--- src/rtl/smc_window.sv ---
// Two-stage registered intersection of the two sprite rectangles.
// Produces an empty flag, row/column offsets, overlap height and column mask. No dependencies.
`default_nettype none

module smc_window #(
  parameter int MASK_SIDE  = 64,
  parameter int COORD_BITS = 12
) (
  input  wire logic                              clk_i,
  input  wire logic signed [COORD_BITS-1:0]      ax_i,
  input  wire logic signed [COORD_BITS-1:0]      ay_i,
  input  wire logic signed [COORD_BITS-1:0]      bx_i,
  input  wire logic signed [COORD_BITS-1:0]      by_i,
  input  wire logic [$clog2(MASK_SIDE+1)-1:0]    aw_i,
  input  wire logic [$clog2(MASK_SIDE+1)-1:0]    ah_i,
  input  wire logic [$clog2(MASK_SIDE+1)-1:0]    bw_i,
  input  wire logic [$clog2(MASK_SIDE+1)-1:0]    bh_i,
  output      logic                              empty_o,
  output      logic [$clog2(MASK_SIDE)-1:0]      sa_o,
  output      logic [$clog2(MASK_SIDE)-1:0]      sb_o,
  output      logic [$clog2(MASK_SIDE)-1:0]      ra_o,
  output      logic [$clog2(MASK_SIDE)-1:0]      rb_o,
  output      logic [$clog2(MASK_SIDE+1)-1:0]    rows_o,
  output      logic [MASK_SIDE-1:0]              colmask_o
);

  localparam int CW = COORD_BITS + 2;
  localparam int AW = $clog2(MASK_SIDE);
  localparam int DW = $clog2(MASK_SIDE + 1);

  logic signed [CW-1:0] ax, ay, bx, by;
  logic signed [CW-1:0] aw, ah, bw, bh;
  logic signed [CW-1:0] ax1, ay1, bx1, by1;
  logic signed [CW-1:0] x0_d, y0_d, x1_d, y1_d;
  logic signed [CW-1:0] x0_q, y0_q, x1_q, y1_q;
  logic                 zero_d, zero_q;
  logic signed [CW-1:0] n_s, h_s;
  logic [MASK_SIDE-1:0] ones;

  assign ax = CW'(ax_i);
  assign ay = CW'(ay_i);
  assign bx = CW'(bx_i);
  assign by = CW'(by_i);
  assign aw = CW'(aw_i);
  assign ah = CW'(ah_i);
  assign bw = CW'(bw_i);
  assign bh = CW'(bh_i);
  assign ones = '1;

  always_comb begin
    ax1    = ax + aw;
    ay1    = ay + ah;
    bx1    = bx + bw;
    by1    = by + bh;
    x0_d   = (ax > bx) ? ax : bx;
    y0_d   = (ay > by) ? ay : by;
    x1_d   = (ax1 < bx1) ? ax1 : bx1;
    y1_d   = (ay1 < by1) ? ay1 : by1;
    zero_d = (aw_i == '0) || (ah_i == '0) || (bw_i == '0) || (bh_i == '0);
  end

  always_ff @(posedge clk_i) begin
    x0_q   <= x0_d;
    y0_q   <= y0_d;
    x1_q   <= x1_d;
    y1_q   <= y1_d;
    zero_q <= zero_d;
  end

  assign n_s = x1_q - x0_q;
  assign h_s = y1_q - y0_q;

  always_ff @(posedge clk_i) begin
    empty_o   <= zero_q || n_s[CW-1] || (n_s == '0) || h_s[CW-1] || (h_s == '0);
    sa_o      <= AW'(x0_q - ax);
    sb_o      <= AW'(x0_q - bx);
    ra_o      <= AW'(y0_q - ay);
    rb_o      <= AW'(y0_q - by);
    rows_o    <= DW'(h_s);
    colmask_o <= ~(ones << DW'(n_s));
  end

endmodule

`default_nettype wire

--- config.mk ---
export PLATFORM = sky130hd
export DESIGN_NAME = smc_window
export DESIGN_NICKNAME = d
export VERILOG_FILES = /design/src/rtl/smc_window.sv
export SDC_FILE = /design/constraint.sdc
export NUM_CORES = 1
export LEC_CHECK = 0
export BUFFER_PORTS_ARGS = -buffer_cell sky130_fd_sc_hd__buf_2
export CAP_MARGIN = 20
export CORE_ASPECT_RATIO = 1.4
export CORE_UTILIZATION = 45
export DETAILED_ROUTE_END_ITERATION = 8
export PLACE_DENSITY = 0.74
export SYNTH_ARGS = -nofsm -noshare
export SYNTH_HDL_FRONTEND = slang
export SYNTH_SLANG_ARGS = --single-unit
--- constraint.sdc ---
create_clock -name clk_i -period 5.5 [get_ports clk_i]
set_clock_uncertainty 0.05 [all_clocks]
set_input_delay 1.1 -clock clk_i [delete_from_list [all_inputs] [get_ports clk_i]]
set_output_delay 1.1 -clock clk_i [all_outputs]
set_load 0.005 [all_outputs]
==> metrics.txt <==
TritonCTS Buffers 17; pin count of the biggest net entering global routing 34; Pleak between 5 and 6 nW; RSZ-0062 raised after global routing no; post-route core utilization between 50% and 60%; worst skew pair latency 0.43 ns; Worst Path Required 5.77 ns; Critical Path AT between 4 and 5 ns; drt drc 0; final WL 21250 um; IO buf count between 150 and 200; Bufs on Longest Clock Path 2; # setup viols final 0; Slew @ Worst Pin 1.029 ns; vias per inst 5.269; post-cts resize count 0; Synth async-reset ratio 0%; most used routing layer in global routing met2; met1 Track Usage GR 22.67%; top area cells in the synthesized netlist dfxtp_1, ha_1, xnor2_1, inv_1, a21oi_1; syn_area_per_cell 9.139 um2; Clock Sinks 147; Seq cells post-synth 147; Peak VDD IR 0.2611 mV; relative slew slack 31.14%; CP Cell Sequence buf_2, ha_1, inv_1, fa_1, nor2b_1, o21a_1, o21ai_0, nand2b_1, a21oi_1, xor2_1, inv_1, ha_1, a21o_1, a21oi_1, o21ai_1, o21ai_0, nand2b_1, a21oi_1, a31o_2, mux2_2; die area 0.02040 mm2; most frequent cells after synthesis dfxtp_1, ha_1, inv_1; final hold violations 0; synthesis-to-finish area growth 19.36%; CP peak stage delay 0.48 ns; final max-slew violation count 0; Die X 121.0 um; detailed placement HPWL about 17000 um; total power a little over 5 mW; number of synthesized flops with an enable pin 0; antenna cells 0; post-CTS setup buffers 0; vias in the first global route 7182; fmax 218.1 MHz; CTS clk-pin slew, worst paths 0.06 ns; initial antenna violation count 0; min-delay worst type reg2reg; grt met3 use 3.538%; Placer Congestion 0.9038; Top FF cell, synth dfxtp_1; Final min period 4.586 ns; global route total overflow 0; hold_ws 0.4989 ns; YS warnings 0; TritonCTS clock tree done; most common cell in the synthesized netlist dfxtp_1; pwr dens 483.5 mW/mm2; Final period util 83.38%; # rows 60; die height 168.6 um; CP max-delay cell a31o_2; H-tree Lvls 4; gr usage total 21.33%; via count approximately 7400; Core Region 0.01929 mm2; Crit. End Element register; Synth top area share roughly 33%; cts hold-fix bufs 0; layout cells sized above 1 21.56%; post-synth cell types 71; syn_nets roughly 1200; placed cell area 0.01001 mm2; total of max-cap violations 0; IO Pins 173; DRT iter0 DRCs 371; Initial Utilization 46.23%; Final nets 1360; Routed Antenna Nets 0; Final Cell Area 0.01065 mm2; Root Driver clkbuf_16; Post-Syn Instances 976; met2 GRT Util 39.25%; CP top delay family compound AO/OA/AOI/OAI gates; first-pass GRT wire length 34040 um; leading area contributor after synthesis dfxtp_1; WS Path Type in2reg; synthesized area approximately 0.0089 mm2; post-synthesis sequential area ratio 32.99%; critical path's most frequent cell a21oi_1; Fin Setup TNS 0 ns; CP bufs+invs 3; worst-path fanout max 12; status complete, no violations; routed len/inst 15.05 um; DR pass1 iterations 6; Worst Setup Start Kind primary input
[sequential cells by signal, summed over array words and instances, names as in the netlist]
register	flops
y1_q	13
y0_q	12
x0_q	12
rows_o	7
colmask_o	64
sb_o	6
sa_o	6
x1_q	13
zero_q	1
rb_o	6
ra_o	6
empty_o	1
[path summary, 6_finish.rpt]
kind                    from                     to  slack (ns)  cells after the start
max                  ay_i[0]        y1_q[0]$_DFF_P_        0.91                     20
min          y1_q[0]$_DFF_P_      rows_o[0]$_DFF_P_        0.50                      3
max reg2reg  x0_q[1]$_DFF_P_  colmask_o[51]$_DFF_P_        1.98                     11
min reg2reg  y1_q[0]$_DFF_P_      rows_o[0]$_DFF_P_        0.50                      3
[power by group]
part           switching, mW  internal [mW]
registers              0.100           1.46
clock network          0.512          0.738
logic                   1.40          0.946
total                   2.01           3.14
[cells in the final DEF (no fill, tap or decap), drive strengths merged, types with 18 or more instances in the layout]
cell type / instances
dfxtp: 147
o21ai: 68
xnor2: 52
a21oi: 74
xor2: 26
nand2b: 18
nand2: 55
nor2: 41
a21o: 31
nor2b: 23
buf: 173
mux2: 18
ha: 122
mux2i: 20
inv: 128
[tightest hold or removal path: stages, from the launching register on]
cell and delay (ns):
dfxtp_1 0.30, inv_1 0.04, ha_1 0.11, inv_1 0.05
[metrics by stage]
| step | setup WS (ns) | cells |
|---|---|---|
| floorplan | 1.253 | 976 |
| global placement | 0.6370 | 1380 |
| detailed placement | 0.5632 | 1380 |
| CTS | 0.9702 | 1412 |
| global route | 0.5352 | 1412 |
| finish | 0.9142 | 1412 |
[logic make-up (layout without fill, tap and decap cells)]
| group | after synthesis | count (layout) | share of synthesized area (%) |
|---|---|---|---|
| DFF | 147 | 147 | 32.99 |
| AOI/OAI and AO/OA | 242 | 242 | 17.56 |
| and+or+nand+nor | 203 | 203 | 11.74 |
| buffers and inverters | 136 | 324 | 6.004 |
| muxes | 38 | 38 | 4.517 |
| adders and majority gates | 132 | 132 | 19.36 |
| xor gates and xnor gates | 78 | 78 | 7.827 |
[cell type report]
| class | instances | area, um2 |
|---|---|---|
| sequential | 147 | 2943 |
| clock inverter | 15 | 211.5 |
| multi-input combinational | 693 | 5441 |
| timing repair buffer | 173 | 868.3 |
| inverter | 119 | 446.7 |
| tap | 248 | 310.3 |
| fill | 1735 | 8647 |
| clock buffer | 17 | 425.4 |
[layer usage]
layer | part of all wire [%] | vias to the layer above
met5 | 0 | -
met1 | 40 | 3409
li1 | - | 3769
met4 | 4.2 | 0
met2 | 52 | 205
met3 | 3.6 | 57
(Power assumes the default switching activity.)
