File: config.mk
export PLATFORM = sky130hd
export DESIGN_NAME = smc_mask_ram
export DESIGN_NICKNAME = d
export VERILOG_FILES = /design/src/rtl/smc_mask_ram.sv
export SDC_FILE = /design/constraint.sdc
export NUM_CORES = 2
export LEC_CHECK = 0
export BUFFER_PORTS_ARGS = -buffer_cell sky130_fd_sc_hd__buf_2
export CAP_MARGIN = 25
export CORE_AREA = 2 2 538 540
export CTS_CLUSTER_SIZE = 30
export DETAILED_ROUTE_END_ITERATION = 10
export DIE_AREA = 0 0 540 542
export PLACE_DENSITY = 0.71
export SYNTH_ARGS = -nofsm -noshare
export SYNTH_HDL_FRONTEND = slang
export SYNTH_SLANG_ARGS = --single-unit
export TNS_END_PERCENT = 10
File: constraint.sdc
create_clock -name clk_i -period 14.08 [get_ports clk_i]
set_input_delay 2.112 -clock clk_i [delete_from_list [all_inputs] [get_ports clk_i]]
set_output_delay 2.112 -clock clk_i [all_outputs]
set_load 0.03 [all_outputs]
File: src/rtl/smc_mask_ram.sv
// One mask store: synchronous single-port-write, single-read row memory.
// Read data is registered. No dependencies.
`default_nettype none

module smc_mask_ram #(
  parameter int WIDTH = 64,
  parameter int DEPTH = 64
) (
  input  wire logic                     clk_i,
  input  wire logic                     we_i,
  input  wire logic [$clog2(DEPTH)-1:0] waddr_i,
  input  wire logic [WIDTH-1:0]         wdata_i,
  input  wire logic                     re_i,
  input  wire logic [$clog2(DEPTH)-1:0] raddr_i,
  output      logic [WIDTH-1:0]         rdata_o
);

  logic [WIDTH-1:0] mem [DEPTH];

  always_ff @(posedge clk_i) begin
    if (we_i) begin
      mem[waddr_i] <= wdata_i;
    end
  end

  always_ff @(posedge clk_i) begin
    if (re_i) begin
      rdata_o <= mem[raddr_i];
    end
  end

endmodule

`default_nettype wire

==> Flow_metrics.wiki <==
{| class="wikitable"
! Metric !! Value
|-
| Status || completed
|-
| TritonCTS sink count || 4160
|-
| Synthesized netlist net count || 6677
|-
| Core area || between 200000 and 300000 sq um
|-
| First-pass GRT wire length || between 500000 and 600000 microns
|-
| Total negative setup slack || 0 ns
|-
| Number of iterations in the first detailed-routing pass || 6
|-
| Count of endpoints failing hold in the final timing report || 0
|-
| Unique cell type count in the Yosys netlist || 32
|-
| Library cell occupying the most area in the post-synthesis netlist || sky130_fd_sc_hd__edfxtp_1
|-
| Count of pins over their slew limit || 0
|-
| Nets@finish || 7090
|-
| Hold_buf cts || 0
|-
| Worst setup EP type || register
|-
| Crit path kind || in2reg
|-
| Vias/cell || 6.909
|-
| Detailed-route DRC error count || 0
|-
| Vias post-DR || 77000
|-
| Crit path arrival time || 6.16 ns
|-
| Maximum number of pins on one net before global-route repair || around 140
|-
| Fraction of final layout cells with drive strength greater than 1 || 0.2805
|-
| Final clock period utilization by the worst path || 0.3936
|-
| Total gr overflow || 0
|-
| Min-Delay Path Class || reg2reg
|-
| Max-slew headroom || 0.2105
|-
| Die ar. || 292700 sq um
|-
| Floorplan die height || 542 microns
|-
| Number of fill cells || 18890
|-
| Top-area cell type share of the netlist area || 0.7957
|-
| Post-synthesis sequential element count || between 4000 and 5000
|-
| Placer Congestion || 0.7862
|-
| Pwr dens || about 140 nW/um^2
|-
| Start point of the worst min-delay path || mem[55][28]
|-
| Total track usage || 0.2914
|-
| Wire length after detailed routing || 426300 microns
|-
| Worst Tran Pin Value || 1.184 ns
|-
| Total CTS buffers || 398
|-
| Synth Flop Type || sky130_fd_sc_hd__edfxtp_1
|-
| Number of warning messages in the yosys log || 0
|-
| Count of instances resized after the clock tree is built || 0
|-
| Commonest cells in the netlist || sky130_fd_sc_hd__edfxtp_1, sky130_fd_sc_hd__mux4_2, sky130_fd_sc_hd__buf_2
|-
| Final number of setup-violating endpoints || 0
|-
| Worst Hold Endpoint || rdata_o[28]
|-
| Most frequent cell after synthesis || sky130_fd_sc_hd__edfxtp_1
|-
| Number of global-route vias before repair || 76210
|-
| R2r worst-path depth || 5
|-
| Layout Skew || 0.09351 ns
|-
| Area Overhead vs Synth || 12.47%
|-
| Antenna violations before repair || 34
|-
| Async set-or-reset flop fraction in the synthesized netlist || 0
|-
| Initial cell density of the core || 0.5472
|-
| WHS Path Cells || 4
|-
| Flop2flop setup slack || 11.85 ns
|-
| Critical Path Source Type || primary input
|-
| Final critical-path required period || around 5.5 ns
|-
| Number of enable flip-flop cells after synthesis || 4160
|-
| Placed wire-length estimate || 221100 microns
|-
| Routed wirelength normalized by instance count || ~38 microns
|-
| Ranking of synthesized cells by area || sky130_fd_sc_hd__edfxtp_1, sky130_fd_sc_hd__mux4_2, sky130_fd_sc_hd__mux2i_1
|-
| IO buf count || between 100 and 150
|-
| Static leakage power || 54.93 nW
|-
| Worst path required time || 14.70 ns
|-
| Mean area per synthesized cell || 23.79 sq um
|-
| Netlist area before placement || 157000 sq um
|-
| Post-CTS setup-driven buffer insertion count || 0
|-
| Top-level port count || 143
|-
| Utilization after layout || 0.6154
|-
| Count of antenna-violating nets left after detailed routing || 0
|-
| Max H-tree Level || 5
|-
| Clock-pin slew on the worst setup and hold paths || around 0.060 ns
|-
| Startpoint of the most critical register-to-register path || mem[55][17]
|-
| Highest achievable clock rate || 0.1804 GHz
|-
| Gate Count Post-Synth || approximately 6600
|-
| Setup repair after global routing missed its margin || false
|-
| Die Wd || 540 microns
|-
| CTS max path bufs || 4
|-
| Number of DRC violations after detailed-routing iteration 0 || 13220
|-
| Maximum Capacitance Violations || 0
|-
| Portion of the post-synthesis area used by sequential elements || 0.7957
|-
| CTS tree || built
|-
| Endpoint of the lowest-slack register-to-register path || rdata_o[17]
|-
| Maximum net fanout on the critical path || 85
|-
| Clk root buf || sky130_fd_sc_hd__clkbuf_16
|-
| Source-to-sink clock delay at the later pin of the worst-skew pair || approximately 0.97 ns
|-
| Placement Rows || 197
|-
| Maximum vdd drop || 0.1247 mV
|}
==> flip-flops by register name, summed over array words and instances (netlist names) <==
| name | flops |
|---|---|
| rdata_o | 64 |
| mem | 4096 |
==> cells by family after synthesis <==
kind of cell	count (synthesis)	synth area share
multiplexers	1159	0.1555
AO/OA/AOI/OAI	504	0.02467
flip-flops	4160	0.7957
AND/OR/NAND/NOR	386	0.01235
buffers and inverters	389	0.01176
==> cell type report <==
cell class | count | area [sq um] | area share
Antenna cell | 27 | 67.56 | 0.0003826
Timing Repair Buffer | 383 | 3371 | 0.01909
Multi-Input combinational cell | 2049 | 30780 | 0.1743
Tap cell | 3781 | 4731 | 0.02679
Inverter | 19 | 71.32 | 0.0004039
Clock inverter | 250 | 2336 | 0.01323
Sequential cell | 4160 | 124900 | 0.7075
Clock buffer | 476 | 10290 | 0.05830
==> metrics by stage <==
step	instance area [sq um]	hold slack (ns)	instances	total power, mW	setup WS (ns)
CTS	175700	0.8872	11080	25.48	8.495
detailed placement	163100	0.9022	10350	15.21	7.452
global route	176500	0.9255	11130	26.04	8.145
global placement	162800	0.8995	10340	15.18	7.456
floorplan	157000	0.8648	6598	14.70	6.532
finish	176600	0.9001	11150	25.43	8.538
==> where the power goes <==
| group | total [mW] | internal, mW | leakage, nW | switching (mW) |
|---|---|---|---|---|
| clock | 10.5 | 5.87 | 6.15 | 4.59 |
| combinational | 1.18 | 0.435 | 11.3 | 0.749 |
| sequential | 13.8 | 13.7 | 37.5 | 0.0478 |
| total | 25.4 | 20.0 | 54.9 | 5.39 |
==> routing by layer <==
layer,global-route usage,wire [microns],up-vias
met1,0.4095,153300,41300
met4,0.1006,16340,8
met3,0.05666,50420,834
met2,0.4640,206200,5469
li1,-,-,29390
met5,0,58,-
==> how the worst max path moves through the flow <==
stage,from,end,slack (ns),depth (start not counted)
floorplan,waddr_i[3],mem[48][0],6.53,4
global placement,raddr_i[0],rdata_o[31],7.46,9
detailed placement,raddr_i[0],rdata_o[31],7.45,9
CTS,raddr_i[0],rdata_o[31],8.49,9
global route,raddr_i[0],rdata_o[31],8.15,9
finish,raddr_i[0],rdata_o[31],8.54,9
==> worst max-delay path, stage by stage <==
cell                       delay, ns
sky130_fd_sc_hd__buf_12         0.52
sky130_fd_sc_hd__buf_12         0.55
sky130_fd_sc_hd__buf_4          0.85
sky130_fd_sc_hd__buf_4          0.64
sky130_fd_sc_hd__mux4_2         0.59
sky130_fd_sc_hd__mux2i_1        0.18
sky130_fd_sc_hd__o22ai_1        0.14
sky130_fd_sc_hd__a31oi_1        0.24
sky130_fd_sc_hd__a211oi_1       0.07
==> layout by cell type, fill, tap and decap left out, types with 3 or more instances in the layout <==
master	n
sky130_fd_sc_hd__edfxtp_1	4160
sky130_fd_sc_hd__mux4_2	1024
sky130_fd_sc_hd__clkbuf_16	400
sky130_fd_sc_hd__buf_4	183
sky130_fd_sc_hd__a22oi_1	168
sky130_fd_sc_hd__buf_2	138
sky130_fd_sc_hd__mux2i_1	135
sky130_fd_sc_hd__clkinv_1	106
sky130_fd_sc_hd__a22o_1	88
sky130_fd_sc_hd__o22ai_1	83
sky130_fd_sc_hd__clkbuf_1	76
sky130_fd_sc_hd__clkinv_2	69
sky130_fd_sc_hd__nor2_4	65
sky130_fd_sc_hd__and3_1	64
sky130_fd_sc_hd__a211oi_1	63
sky130_fd_sc_hd__nand2_1	56
sky130_fd_sc_hd__buf_12	50
sky130_fd_sc_hd__nor2_1	47
sky130_fd_sc_hd__nand3_1	45
sky130_fd_sc_hd__o221ai_1	38
sky130_fd_sc_hd__bufinv_16	35
sky130_fd_sc_hd__or3_1	29
sky130_fd_sc_hd__or2_2	28
sky130_fd_sc_hd__diode_2	27
sky130_fd_sc_hd__a41oi_1	26
sky130_fd_sc_hd__nor2b_1	24
sky130_fd_sc_hd__inv_1	19
sky130_fd_sc_hd__a2bb2oi_1	19
sky130_fd_sc_hd__a31oi_1	18
sky130_fd_sc_hd__clkinvlp_4	13
sky130_fd_sc_hd__buf_16	10
sky130_fd_sc_hd__nand2b_1	8
sky130_fd_sc_hd__clkinv_8	6
sky130_fd_sc_hd__clkinv_4	6
sky130_fd_sc_hd__inv_6	5
sky130_fd_sc_hd__inv_16	5
sky130_fd_sc_hd__clkinv_16	5
sky130_fd_sc_hd__nor2b_4	3
Power figures use the tool's default switching activity.
