===== config.mk =====
export PLATFORM = sky130hd
export DESIGN_NAME = smc_row_match
export DESIGN_NICKNAME = d
export VERILOG_FILES = /design/src/rtl/smc_row_match.sv
export SDC_FILE = /design/constraint.sdc
export NUM_CORES = 1
export LEC_CHECK = 0
export ABC_AREA = 1
export BUFFER_PORTS_ARGS = -buffer_cell sky130_fd_sc_hd__buf_2
export CAP_MARGIN = 25
export CORE_MARGIN = 1.5
export CORE_UTILIZATION = 32
export DETAILED_ROUTE_END_ITERATION = 6
export PLACE_DENSITY = 0.55
export RECOVER_POWER = 50
export SYNTH_ARGS = -nofsm -noshare
export SYNTH_HDL_FRONTEND = slang
export SYNTH_SLANG_ARGS = --single-unit

===== constraint.sdc =====
create_clock -name clk_i -period 0.8 [get_ports clk_i]
set_input_delay 0.16 -clock clk_i [delete_from_list [all_inputs] [get_ports clk_i]]
set_output_delay 0.16 -clock clk_i [all_outputs]
set_load 0.01 [all_outputs]

===== src/rtl/smc_row_match.sv =====
// Aligns one row of each mask, ANDs them under the column mask and
// accumulates a sticky hit flag. No dependencies.
`default_nettype none

module smc_row_match #(
  parameter int MASK_SIDE = 64
) (
  input  wire logic                         clk_i,
  input  wire logic                         rst_ni,
  input  wire logic                         clr_i,
  input  wire logic                         en_i,
  input  wire logic [MASK_SIDE-1:0]         row_a_i,
  input  wire logic [MASK_SIDE-1:0]         row_b_i,
  input  wire logic [$clog2(MASK_SIDE)-1:0] sa_i,
  input  wire logic [$clog2(MASK_SIDE)-1:0] sb_i,
  input  wire logic [MASK_SIDE-1:0]         colmask_i,
  output      logic                         hit_o
);

  logic hit_q, hit_d;
  logic row_hit;

  assign row_hit = |((row_a_i >> sa_i) & (row_b_i >> sb_i) & colmask_i);

  always_comb begin
    hit_d = hit_q;
    if (clr_i) begin
      hit_d = 1'b0;
    end else if (en_i) begin
      hit_d = hit_q | row_hit;
    end
  end

  always_ff @(posedge clk_i or negedge rst_ni) begin
    if (!rst_ni) begin
      hit_q <= 1'b0;
    end else begin
      hit_q <= hit_d;
    end
  end

  assign hit_o = hit_q;

endmodule

`default_nettype wire


==> results of run 1 <==
==> stage by stage <==
stage                     cell area, um2  utilization (%)  worst slack, ps  TNS (ps)
after floorplan                     8334                -           -928.5    -928.5
after global placement             11050            43.75            -1611     -1611
after detailed placement           11050            43.75            -1608     -1608
after CTS                          12230            48.44            -1360     -1360
after global routing               13790            54.59            -1558     -1558
final                              13790            54.59            -1517     -1517
==> power breakdown <==
group / total [mW] / leakage [nW] / switching, mW / internal [mW]
Sequential: 0.0578 / 0.0125 / 0.00184 / 0.0559
Clock: 0 / 0 / 0 / 0
Combinational: 9.84 / 6.87 / 5.92 / 3.92
Total: 9.90 / 6.88 / 5.92 / 3.98
==> cells by family after synthesis <==
group / share of synthesized area (%)
and+or+nand+nor: 86.27
buffers and inverters: 9.970
DFF: 0.3034
AOI/OAI and AO/OA: 3.460
==> placed cells by master (no fill, tap or decap), types with 2 or more instances in the layout <==
| cell | n |
|---|---|
| sky130_fd_sc_hd__buf_4 | 173 |
| sky130_fd_sc_hd__a21oi_1 | 7 |
| sky130_fd_sc_hd__o211ai_1 | 10 |
| sky130_fd_sc_hd__buf_6 | 2 |
| sky130_fd_sc_hd__o21ai_1 | 7 |
| sky130_fd_sc_hd__buf_8 | 3 |
| sky130_fd_sc_hd__nand3b_1 | 3 |
| sky130_fd_sc_hd__inv_2 | 2 |
| sky130_fd_sc_hd__nor2_1 | 63 |
| sky130_fd_sc_hd__nand3_2 | 284 |
| sky130_fd_sc_hd__inv_8 | 5 |
| sky130_fd_sc_hd__nand2_2 | 76 |
| sky130_fd_sc_hd__nand2_1 | 503 |
| sky130_fd_sc_hd__nand3_1 | 606 |
| sky130_fd_sc_hd__clkbuf_16 | 11 |
| sky130_fd_sc_hd__nor2_2 | 6 |
| sky130_fd_sc_hd__nand2_4 | 4 |
| sky130_fd_sc_hd__buf_2 | 204 |
| sky130_fd_sc_hd__inv_1 | 17 |
| sky130_fd_sc_hd__buf_16 | 12 |
| sky130_fd_sc_hd__nand3_4 | 12 |
| sky130_fd_sc_hd__o21ai_0 | 9 |
| sky130_fd_sc_hd__a21oi_2 | 6 |
| sky130_fd_sc_hd__nand4_1 | 14 |
| sky130_fd_sc_hd__nor3_2 | 2 |
| sky130_fd_sc_hd__buf_12 | 43 |
| sky130_fd_sc_hd__o21ai_2 | 9 |
==> worst paths after layout <==
path | from | cells past startpoint | to
min in group asynchronous | rst_ni | 2 | hit_o
worst max-delay path | sa_i[0] | 18 | hit_o
worst max register to register | hit_o | 2 | hit_o
worst min-delay path | clr_i | 2 | hit_o
max in group asynchronous | rst_ni | 2 | hit_o
worst min register to register | hit_o | 2 | hit_o
==> synth_stat cells <==
library cell and n:
sky130_fd_sc_hd__nand2_1 582, sky130_fd_sc_hd__o211ai_1 10, sky130_fd_sc_hd__nor2_2 1, sky130_fd_sc_hd__and2_1 1, sky130_fd_sc_hd__dfrtp_1 1, sky130_fd_sc_hd__nand3b_1 3
sky130_fd_sc_hd__nor3_1 1, sky130_fd_sc_hd__nand2_2 1, sky130_fd_sc_hd__buf_2 46, sky130_fd_sc_hd__nand4_1 14, sky130_fd_sc_hd__inv_4 1, sky130_fd_sc_hd__nand3_2 1
sky130_fd_sc_hd__clkbuf_1 54, sky130_fd_sc_hd__o21ai_0 10, sky130_fd_sc_hd__inv_1 18, sky130_fd_sc_hd__or2_2 1, sky130_fd_sc_hd__buf_4 12, sky130_fd_sc_hd__a21oi_1 14
sky130_fd_sc_hd__buf_6 9, sky130_fd_sc_hd__a21boi_0 2, sky130_fd_sc_hd__o21ai_1 15, sky130_fd_sc_hd__nor3_2 1, sky130_fd_sc_hd__nor2_1 69, sky130_fd_sc_hd__inv_2 5
sky130_fd_sc_hd__buf_1 28, sky130_fd_sc_hd__nand3_1 901
==> worst register-to-register path, cell delays in order, from the launching register on <==
cell,delay (ps)
sky130_fd_sc_hd__dfrtp_1,350
sky130_fd_sc_hd__inv_1,50
sky130_fd_sc_hd__a21oi_1,50
==> layer usage <==
| layer | GRT usage, % | vias to the layer above | share of wire, % |
|---|---|---|---|
| li1 | - | 6894 | - |
| met1 | 41.99 | 6845 | 39 |
| met2 | 53.08 | 1143 | 45 |
| met3 | 2.158 | 263 | 9.6 |
| met4 | 12.93 | 0 | 6.7 |
| met5 | 0 | - | 0 |
==> repair_timing <==
| item | in CTS | in global routing |
|---|---|---|
| buffers inserted | 4 | 6 |
| pin swaps | 25 | 24 |
| hold endpoints to repair | 1 | 0 |
| resized for setup | 200 | 253 |
| gates cloned | 11 | 15 |
| endpoints found under the setup margin | 1 | 1 |
| hold buffers | 1 | 0 |
==> cell type report <==
type                    instances  area [um2]
fillers                      2571       11470
multi-input cells            1627        9275
repair buffers                450        3896
well taps                     330       412.9
inverters                      24       143.9
repair inverters                3       33.78
flip-flops and latches          1       25.02
==> implementation parameters, run 1 <==
Parameter                              Value

Status
  Run status    complete, but fails checks
  Failing checks    DRC, setup timing

Clocking
  Register clock-pin slew on the reported worst setup and hold paths    0 ps
  Clk Latency, worst-skew pair    0 ps

Floorplanning
  Floorplan die height    163.5 um
  Rows    58
  Die width    163.5 um
  Core ar.    25250 um2
  Total die area    26740 um2
  Starting density of the core    32.65%
  Number of I/O pins    209

Critical path
  Worst reg-to-reg setup slack    220 ps
  Data arrival at the endpoint of the critical path    2200 ps
  Master of the slowest instance on the critical path    sky130_fd_sc_hd__buf_4
  Biggest cell delay along the critical path    180 ps
  CP Launch Type    primary input
  Buf+Inv Stages, Crit Path    4
  Crit path max fanout    9
  Type of the worst setup path    in -> reg
  Kind of cell adding the most delay to the critical path    simple AND/OR/NAND/NOR gates
  Required time at the endpoint of the critical path    680 ps
  Chain of cells forming the critical path    buf_12 > inv_8 > buf_12 > nand2_1 > nand3_1 > nand3_2 > nand3_1 > buf_4 > nand3_1 > nand3_2 > nand3_1 > nand2_1 > nor2_1 > nand2_1 > nor2_1 > nand3_2 > nand2_1 > a21oi_1
  Worst setup EP type    register

Pwr
  Largest vdd supply drop    between 0.4 and 0.5 mV
  Leakage power total    6.881 nW
  Power per cell area    718.0 nW/um2
  Power Total    9.899 mW

STA
  Final hold violations    0
  Max Slew Vio Count    0
  Min Hold Slack    309.0 ps
  Worst clock skew    0 ps
  Final setup margin    -1517 ps
  Period minus WS final    2317 ps
  Final setup violating endpoints    1
  Fmax    431.7 MHz
  Setup repair after global routing missed its margin    true
  Headroom to the max-slew limit    77.17%
  Final period utilization    289.6%
  Worst-margin pin slew    between 300 and 400 ps

Route
  Drt total wl    49.84 mm
  Via total after detailed routing    15.15k
  Number of optimization iterations in the first detailed-route pass    7
  Drt first-iter violations    2197
  DRC violation count after routing    1
  Residual antenna-violating net count after detailed routing    0
  Ratio of routed vias to standard cells    6.220
  Detail-routed net length per standard cell    around 20 um

Yosys
  Area leader, netlist    sky130_fd_sc_hd__nand3_1
  Share of the yosys chip area belonging to registers    less than 1%
  Share of Yosys cell area claimed by the top area cell type    54.69%
  Post-synth cell types    26
  Netlist area before placement    between 8000 and 9000 um2
  Number of warnings issued by yosys    0
  Yosys reg bits    1
  Synthesized area divided by synthesized cell count    4.578 um2
  Syn Inst Count    1801
  Number of nets produced by synthesis    2009
  Main area contributors after synthesis    sky130_fd_sc_hd__nand3_1 55%, sky130_fd_sc_hd__nand2_1 26%, sky130_fd_sc_hd__nor2_1 3.1%

GRT
  Largest net degree at the start of global routing    56
  Vias in the first global route    13.11k
  Antenna violations before repair    0
  GR Overflow Total    0
  First-pass GRT wire length    67.95 mm
  Global routing usage summed across all routing layers    a little under a third

Layout
  Layout Area Growth over Synthesis    67.21%
  Antenna diode count    0
  Non-filler instance count after layout    2435
  Fin nets    2315
  Max FFs per register    1
  Fraction of layout instances using a drive strength above 1    40.86%

Placed design
  Post-detailed-placement half-perimeter wirelength    roughly 34 mm
  RD Place Congestion    a little under 1
  Cell Count Post-Placement    2398
  Number of port buffers    approximately 210

Flow run
  Count of maximum capacitance violations    0

Hold path
  Class of the most critical hold timing path    in -> reg
Power figures use the tool's default switching activity.
==> run 2: changes to the inputs <==
--- a/config.mk
+++ b/config.mk
@@ -9,9 +9,9 @@
 export BUFFER_PORTS_ARGS = -buffer_cell sky130_fd_sc_hd__buf_2
 export CAP_MARGIN = 25
 export CORE_MARGIN = 1.5
-export CORE_UTILIZATION = 32
+export CORE_UTILIZATION = 40
 export DETAILED_ROUTE_END_ITERATION = 6
-export PLACE_DENSITY = 0.55
+export PLACE_DENSITY = 0.65
 export RECOVER_POWER = 50
 export SYNTH_ARGS = -nofsm -noshare
 export SYNTH_HDL_FRONTEND = slang
==> run 2 against run 1 <==
The flow still finishes with violations (DRC, setup timing). Power fell by 3.8%. Hold slack improved by 12 ps. Cell count fell by 3.1%. Flip-flop and latch count did not move. Clock skew did not move. Die area fell by 20%. Fmax fell by 2.1%. Critical path type unchanged. Largest cell class unchanged.
==> implementation parameters, run 2 (same netlist as run 1, synthesis figures left out) <==
Parameter                              Value

Layout
  Fraction of layout instances using a drive strength above 1    37.82% (-3.0 points)
  Most common library cell in the layout ignoring fill and taps    sky130_fd_sc_hd__nand3_1
  Non-filler instance count after layout    2359 (-3.1%)
  Max FFs per register    1 (unchanged)
  Leading cell types in the layout, fill and taps excluded    644 x sky130_fd_sc_hd__nand3_1, 520 x sky130_fd_sc_hd__nand2_1, 241 x sky130_fd_sc_hd__nand3_2, 204 x sky130_fd_sc_hd__buf_2, 160 x sky130_fd_sc_hd__buf_4
  Fin util    65.58% (+11 points)
  Layout Area Growth over Synthesis    60.93%
  Fin nets    2299 (-0.69%)
  Antenna diode count    0 (unchanged)

Flow run
  Count of maximum capacitance violations    0 (unchanged)

Placed design
  Number of port buffers    208 (unchanged)
  Cell Count Post-Placement    2328 (-2.9%)
  RD Place Congestion    1.059 (+6.6%)
  Post-detailed-placement half-perimeter wirelength    33.74 mm (-2.0%)

Route
  Detail-routed net length per standard cell    20.48 um (about the same)
  Drt total wl    48.32 mm (-3.0%)
  Ratio of routed vias to standard cells    6.482 (+4.2%)
  Via total after detailed routing    15.29k (+0.96%)
  Residual antenna-violating net count after detailed routing    0 (unchanged)
  Drt first-iter violations    2395 (+9.0%)
  Number of optimization iterations in the first detailed-route pass    7 (unchanged)
  DRC violation count after routing    2 (+1)

Pwr
  Proportion of power drawn by flip-flops and latches    0.6% (about the same)
  Share of power burned in combinational logic    99.4% (about the same)
  Net switching power    5.775 mW (-2.5%)
  Cell internal pwr    3.751 mW (-5.7%)
  Clock Power Share    0% (unchanged)
  Leakage power total    6.667 nW (-3.1%)
  Net switching fraction of the power    60.63% (+0.80 points)
  Power Total    9.526 mW (-3.8%)
  Power per cell area    717.9 nW/um2 (about the same)
  Largest vdd supply drop    0.4395 mV (+3.6%)

GRT
  Global routing usage summed across all routing layers    35.59% (+3.9 points)
  Largest net degree at the start of global routing    53 (-5.4%)
  Vias in the first global route    12.49k (-4.8%)
  First-pass GRT wire length    62.92 mm (-7.4%)
  GR Overflow Total    0 (unchanged)
  Antenna violations before repair    0 (unchanged)

Critical path
  Worst setup EP type    register
  Crit path max fanout    9 (unchanged)
  Required time at the endpoint of the critical path    680 ps (about the same)
  Chain of cells forming the critical path    buf_12 > inv_12 > clkbuf_16 > nand2_1 > nand3_2 > nand3_2 > nand3_2 > buf_4 > nand3_1 > nand3_1 > nand3_1 > nand2_1 > nor2_1 > nand2_2 > nor2_4 > nand3_4 > nand2_2 > a21oi_2
  Biggest cell delay along the critical path    180 ps (about the same)
  Data arrival at the endpoint of the critical path    2250 ps (+50 ps)
  Type of the worst setup path    in -> reg
  Master of the slowest instance on the critical path    sky130_fd_sc_hd__nand2_1
  CP Launch Type    primary input

STA
  Period minus WS final    2366 ps (+48.97 ps)
  Final hold violations    0 (unchanged)
  Setup repair after global routing missed its margin    true
  Final setup margin    -1566 ps (-48.97 ps)
  Max Slew Vio Count    0 (unchanged)
  Worst-margin pin slew    316.9 ps (-23.97 ps)
  Headroom to the max-slew limit    78.68% (+1.5 points)
  Fmax    422.7 MHz (-2.1%)
  Final setup violating endpoints    1 (unchanged)
  Final period utilization    295.7% (+6.1 points)
  Worst clock skew    0 ps (unchanged)

Status
  Run status    complete, but fails checks
  Failing checks    DRC, setup timing

Floorplanning
  Starting density of the core    40.75% (+8.1 points)
  Number of I/O pins    209 (unchanged)
  Total die area    21480 um2 (-20%)
  Die width    146.6 um (-10%)
  Core ar.    20230 um2 (-20%)
  Floorplan die height    146.6 um (-10%)
  Rows    52 (-10%)

Clocking
  Clk Latency, worst-skew pair    0 ps (unchanged)
  Register clock-pin slew on the reported worst setup and hold paths    0 ps (unchanged)

Hold path
  Class of the most critical hold timing path    in -> reg
-- run 2: changes by cell type in the layout (fill, tap and decap cells not counted), moves of 3 or more --
cell,before,now
sky130_fd_sc_hd__o21ai_1,7,13
sky130_fd_sc_hd__o21ai_0,9,6
sky130_fd_sc_hd__nand3_4,12,17
sky130_fd_sc_hd__nand2_1,503,520
sky130_fd_sc_hd__nand2_2,76,60
sky130_fd_sc_hd__buf_16,12,1
sky130_fd_sc_hd__nand3_2,284,241
sky130_fd_sc_hd__clkbuf_16,11,18
sky130_fd_sc_hd__buf_4,173,160
sky130_fd_sc_hd__inv_8,5,0
sky130_fd_sc_hd__o21ai_2,9,6
sky130_fd_sc_hd__nand3_1,606,644
sky130_fd_sc_hd__buf_6,2,6
-- run 2: timing repair --
action / in CTS / in global routing
hold buffers: 1 / 0
cloned: 1 / 19
gates resized for setup: 34 / 364
endpoints found under the hold margin: 1 / 0
setup endpoints to repair: 1 / 1
pin swaps: 2 / 59
setup buffers: 0 / 10
-- run 2: path summary, 6_finish.rpt --
path,startpoint,end,slack [ps],depth (start not counted)
worst max register to register,hit_o,hit_o,200,2
worst min-delay path,clr_i,hit_o,320,2
worst min register to register,hit_o,hit_o,520,2
max in group asynchronous,rst_ni,hit_o,210,2
worst max-delay path,sa_i[0],hit_o,-1570,18
min in group asynchronous,rst_ni,hit_o,500,2
-- run 2: worst max-delay path, delay by kind of cell --
| family | cells | cell delay [ps] |
|---|---|---|
| AND/OR/NAND/NOR | 13 | 1520 |
| buffers and inverters | 4 | 530 |
| AO/OA/AOI/OAI | 1 | 40 |
-- run 2: cell type report --
| type | count | area [um2] |
|---|---|---|
| fill | 1880 | 6965 |
| sequential | 1 | 25.02 |
| multi-input combinational | 1627 | 9061 |
| timing repair buffer | 437 | 3709 |
| inverter | 24 | 136.4 |
| tap | 270 | 337.8 |
-- run 2: layer usage --
layer | global-route usage, % | part of all wire [%]
met1 | 48.05 | 37
met2 | 60.26 | 46
met3 | 2.063 | 11
met4 | 11.62 | 7.1
met5 | 0 | 0
-- run 2: per-stage QoR --
| step | hold WS (ps) | setup slack, ps | instance area [um2] | setup TNS (ps) |
|---|---|---|---|---|
| global placement | -63.55 | -1616 | 10940 | -1616 |
| global route | 334.4 | -1659 | 13270 | -1659 |
| floorplan | -135.6 | -928.5 | 8334 | -928.5 |
| CTS | 316.2 | -1465 | 11130 | -1465 |
| detailed placement | -61.48 | -1616 | 10940 | -1616 |
| finish | 320.8 | -1566 | 13270 | -1566 |
-- run 2: power by group through the flow --
stage	combinational (mW)	clock [mW]	sequential, mW
2_1_floorplan	4.49	0	0.0603
3_3_place_gp	7.50	0	0.0578
3_5_place_dp	7.55	0	0.0581
4_1_cts	7.69	0	0.0582
5_1_grt	10.0	0	0.0584
6_report	9.47	0	0.0583
